$ cat config.mk
export PLATFORM = sky130hd
export DESIGN_NAME = eps_cfg_regs
export DESIGN_NICKNAME = d
export VERILOG_FILES = /design/src/rtl/eps_pkg.sv /design/src/rtl/eps_cfg_regs.sv
export SDC_FILE = /design/constraint.sdc
export NUM_CORES = 1
export LEC_CHECK = 0
export ABC_AREA = 0
export BUFFER_PORTS_ARGS = -buffer_cell sky130_fd_sc_hd__buf_4
export CAP_MARGIN = 25
export CORE_MARGIN = 2
export CORE_UTILIZATION = 55
export DETAILED_ROUTE_END_ITERATION = 10
export PLACE_DENSITY = 0.95
export SETUP_SLACK_MARGIN = 0.2
export SLEW_MARGIN = 15
export SYNTH_ARGS = -nofsm -noshare
export SYNTH_HDL_FRONTEND = slang
export SYNTH_SLANG_ARGS = --single-unit
$ cat constraint.sdc
create_clock -name aclk -period 2.7 [get_ports aclk]
set_clock_uncertainty 0.05 [all_clocks]
set_input_delay 0.135 -clock aclk [delete_from_list [all_inputs] [get_ports aclk]]
set_output_delay 0.135 -clock aclk [all_outputs]
set_load 0.05 [all_outputs]
$ cat src/rtl/eps_pkg.sv
package eps_pkg;

    // Window length in ticks and hard limit on the drive magnitude
    localparam int WINDOW_TICKS = 10;
    localparam int DRIVE_MAX    = 10000;

    // Field and state widths
    localparam int CNT_W    = 16;
    localparam int TICK_W   = 4;
    localparam int SUM_W    = 20;
    localparam int ERR_W    = 21;
    localparam int DER_W    = 22;
    localparam int DRV_W    = 15;
    localparam int DUTY_W   = 14;
    localparam int TGT_W    = 14;
    localparam int GAIN_W   = 16;
    localparam int BAND_W   = 16;
    localparam int CLAMP_W  = 20;
    localparam int SLEW_W   = 14;
    localparam int PROD_W   = GAIN_W + DER_W;
    localparam int ACC_W    = PROD_W + 2;
    localparam int Q_W      = 16;
    localparam int Q_MAX    = 32767;
    localparam int APB_AW   = 5;
    localparam int APB_DW   = 32;

    // Rate limit arithmetic width and the hard drive limit at that width
    localparam int STEP_W   = Q_W + 1;
    localparam logic signed [STEP_W-1:0] DRV_LIM = STEP_W'(DRIVE_MAX);

    // Register map, word index
    typedef enum logic [2:0] {
        REG_TARGET,
        REG_GAIN_P,
        REG_GAIN_I,
        REG_GAIN_D,
        REG_GAIN_FF,
        REG_INTEG_BAND,
        REG_INTEG_CLAMP,
        REG_SLEW_LIMIT
    } reg_idx_t;

    typedef struct packed {
        logic signed [TGT_W-1:0]  setpoint;
        logic signed [GAIN_W-1:0] gain_p;
        logic signed [GAIN_W-1:0] gain_i;
        logic signed [GAIN_W-1:0] gain_d;
        logic signed [GAIN_W-1:0] gain_ff;
        logic [BAND_W-1:0]        integ_band;
        logic [CLAMP_W-1:0]       integ_clamp;
        logic [SLEW_W-1:0]        slew_limit;
    } cfg_t;

endpackage

$ cat src/rtl/eps_cfg_regs.sv
module eps_cfg_regs
    import eps_pkg::*;
(
    input  logic              aclk,
    input  logic              aresetn,
    input  logic              psel,
    input  logic              penable,
    input  logic              pwrite,
    input  logic [APB_AW-1:0] paddr,
    input  logic [APB_DW-1:0] pwdata,
    output logic [APB_DW-1:0] prdata,
    output logic              pready,
    output cfg_t              cfg
);

    cfg_t     cfg_reg;
    reg_idx_t idx;
    logic     wr_en;

    assign pready = 1'b1;
    assign idx    = reg_idx_t'(paddr[APB_AW-1:2]);
    assign wr_en  = psel && penable && pwrite;
    assign cfg    = cfg_reg;

    // Capture register writes in the access phase
    always_ff @(posedge aclk) begin
        if (!aresetn) begin
            cfg_reg <= '0;
        end else if (wr_en) begin
            case (idx)
                REG_TARGET:      cfg_reg.setpoint      <= pwdata[TGT_W-1:0];
                REG_GAIN_P:      cfg_reg.gain_p        <= pwdata[GAIN_W-1:0];
                REG_GAIN_I:      cfg_reg.gain_i        <= pwdata[GAIN_W-1:0];
                REG_GAIN_D:      cfg_reg.gain_d        <= pwdata[GAIN_W-1:0];
                REG_GAIN_FF:     cfg_reg.gain_ff       <= pwdata[GAIN_W-1:0];
                REG_INTEG_BAND:  cfg_reg.integ_band    <= pwdata[BAND_W-1:0];
                REG_INTEG_CLAMP: cfg_reg.integ_clamp   <= pwdata[CLAMP_W-1:0];
                REG_SLEW_LIMIT:  cfg_reg.slew_limit    <= pwdata[SLEW_W-1:0];
                default: ;
            endcase
        end
    end

    // Read back the raw register bits
    always_comb begin
        case (idx)
            REG_TARGET:      prdata = {{(APB_DW-TGT_W){1'b0}}, cfg_reg.setpoint};
            REG_GAIN_P:      prdata = {{(APB_DW-GAIN_W){1'b0}}, cfg_reg.gain_p};
            REG_GAIN_I:      prdata = {{(APB_DW-GAIN_W){1'b0}}, cfg_reg.gain_i};
            REG_GAIN_D:      prdata = {{(APB_DW-GAIN_W){1'b0}}, cfg_reg.gain_d};
            REG_GAIN_FF:     prdata = {{(APB_DW-GAIN_W){1'b0}}, cfg_reg.gain_ff};
            REG_INTEG_BAND:  prdata = {{(APB_DW-BAND_W){1'b0}}, cfg_reg.integ_band};
            REG_INTEG_CLAMP: prdata = {{(APB_DW-CLAMP_W){1'b0}}, cfg_reg.integ_clamp};
            REG_SLEW_LIMIT:  prdata = {{(APB_DW-SLEW_W){1'b0}}, cfg_reg.slew_limit};
            default:         prdata = '0;
        endcase
    end

endmodule

==> results.py <==
metrics = {
    "sta": {
        "worst_slew_pin_slew_ns": 0.763,
        "setup_viol": 0,
        "slew-limit-headroom": 0.491,
        "min_period_over_period": 0.751,
        "worst_slack_ns": 0.672,
        "min_period_ns": 2.03,
        "holdWs_ns": 0.273,
        "setup_tns_ns": 0,
        "slew_violations": 0,
        "max_freq_mhz": 493,
        "rsz0062_at_grt": "no",
        "finalHoldViolCount": 0,
    },
    "power_and_ir_drop": {
        "p_leak_nw": 3.25,
        "pwr-share-comb": 0.103,
        "p_sw_frac": 0.257,
        "ir_drop_mv": 0.355,
        "power_frac_seq": 0.408,
        "p_sw_mw": 1.21,
        "finalPower_mw": 4.70,
        "clock_power_share": 0.490,
        "p_per_area_nw_per_um2": 574,
        "internal_power_mw": 3.49,
    },
    "layout": {
        "fin_cells": 1075,
        "final_cell_mix": "nand2_1, buf_4, dfxtp_1",
        "insertedDiodeCount": 0,
        "final_common_cell": "nand2_1",
        "layout-drive-gt1-share": 0.258,
        "final_cell_area_um2": 8190,
        "nets": 961,
        "largest_reg_flops": 128,
        "fin_util": 0.723,
        "area_delta_synth_final_pct": 29.6,
    },
    "logic_synthesis": {
        "yosys_register_bits": 128,
        "yosysSeqAreaShare": 0.405,
        "async_reset_ff_frac": 0,
        "synth.distinct_cells": 40,
        "synthFlopType": "dfxtp_1",
        "syn_area_per_cell_um2": 8.23,
        "synth_edf_count": 0,
        "syn_area_um2": 6320,
        "yosysWarnings": 0,
        "synth_cells": 768,
    },
    "setup_path": {
        "reg2reg_from": "cfg[4]$_SDFFE_PN0P_",
        "critPathCaptureType": "output port",
        "worst-setup-path-type": "input pin to output port",
        "r2r_slack_ns": 1.73,
        "worstPathMaxFanout": 27,
        "startpoint": "paddr[3]",
        "cp.arrival_ns": 1.84,
        "required_ns": 2.52,
        "crit_path_start_kind": "input pin",
    },
    "global_routing": {
        "grt_usage": 0.325,
        "grt_antenna_before_repair": 0,
        "grt_pass1_wl_mm": 31.8,
        "grt_pass1_vias": 5855,
        "grt_max_degree": 93,
        "grt_overflow": 0,
    },
    "routing": {
        "vias_per_cell": 5.88,
        "drt_iter0_markers": 871,
        "dr.pass1.iters": 7,
        "antenna_left": 0,
        "drt-total-wl_mm": 20.5,
        "post-route-drc-count": 0,
        "vias": 6317,
        "wl_per_cell_um": 19.1,
    },
    "clock_network": {
        "htree_levels": 4,
        "clk_pin_slew_ns": 0.06,
        "post_cts_buffers": 0,
        "insertion_delay_ns": 0.41,
        "cts_buffer_depth": 2,
        "cts_resized": 0,
        "cts_sinks": 128,
        "root_buffer": "clkbuf_16",
        "cts_tree": "yes",
        "numCtsBuffers": 17,
    },
    "floorplanning": {
        "placementRows": 39,
        "dieHeight_um": 111,
        "pin_count": 203,
        "die-width_um": 111,
        "die-area_um2": 12400,
        "core_area_um2": 11300,
        "initial_utilization": 0.558,
    },
    "job": {
        "drv_cap": 0,
    },
    "place": {
        "placed_cell_area_um2": 7390,
        "placed_cells": 1023,
        "pre_cts_ws_ns": 0.656,
        "dp_hpwl_mm": 13.3,
        "gp_congestion": 0.938,
        "io_buffers": 175,
    },
    "worst_hold_path": {
        "hp-class": "input pin to flop",
        "hp-start": "penable",
    },
    "outcome": {
        "status": "finished clean",
    },
}
[cells in the mapped netlist, types with 4 or more instances]
library cell / count / area, um^2
mux2i_1: 18 / 180
nand2b_1: 13 / 81.3
buf_2: 15 / 75.1
nor2_1: 24 / 90.1
and3_1: 4 / 25.0
nand2_1: 246 / 923
inv_1: 12 / 45.0
buf_4: 39 / 293
o21ai_0: 15 / 75.1
a21boi_1: 34 / 255
clkbuf_1: 21 / 78.8
nor2_4: 5 / 56.3
a22o_1: 12 / 105
o22a_1: 4 / 35.0
o2bb2ai_1: 8 / 70.1
a21oi_1: 9 / 45.0
dfxtp_1: 128 / 2560
buf_6: 9 / 101
mux2_2: 4 / 45.0
a21boi_0: 93 / 698
a221oi_1: 24 / 210
[power by group through the flow]
stage	clock, mW	sequential [mW]	combinational (mW)
final	2.30	1.92	0.482
after global routing	2.40	1.92	0.502
after CTS	2.31	1.92	0.474
after detailed placement	0	1.96	0.446
after global placement	0	1.96	0.443
after floorplan	0	2.00	0.304
[worst max-delay path: stages]
cell and delay [ns]:
buf_4 0.31, buf_4 0.37, mux2i_1 0.23, o2bb2ai_1 0.12
a221oi_1 0.38, nor2_1 0.09, buf_4 0.20
[path summary, 6_finish.rpt]
check	endpoint	depth (start not counted)
worst max register to register	cfg[4]$_SDFFE_PN0P_	2
worst min register to register	cfg[119]$_SDFFE_PN0P_	2
worst max-delay path	prdata[7]	7
worst min-delay path	cfg[44]$_SDFFE_PN0P_	5
[cell type report]
cell class	count	area, um^2
Inverter	12	45.0
Timing Repair Buffer	207	1600
Clock inverter	12	135
Sequential cell	128	2560
Multi-Input combinational cell	553	3200
Fill cell	811	3130
Tap cell	143	179
Clock buffer	20	467
[cells by family (layout without fill, tap and decap cells)]
| family | Yosys count | count (layout) | share of synthesized area |
|---|---|---|---|
| muxes | 22 | 22 | 0.0356 |
| buffers and inverters | 98 | 251 | 0.0954 |
| and+or+nand+nor | 312 | 312 | 0.217 |
| DFF | 128 | 128 | 0.405 |
| AOI/OAI and AO/OA | 206 | 206 | 0.245 |
| other | 2 | 13 | 0.00119 |
[per-layer routing]
metal | wire length [um] | global-route usage | part of all wire
met5 | 0 | 0 | 0
met4 | 712 | 0.132 | 0.035
met3 | 2610 | 0.0880 | 0.13
met2 | 9150 | 0.504 | 0.45
met1 | 8000 | 0.429 | 0.39
[timing repair]
item,4_1_cts,5_1_grt
hold buffers,20,0
setup endpoints to repair,0,0
hold endpoints to repair,94,0
(Power assumes the default switching activity.)
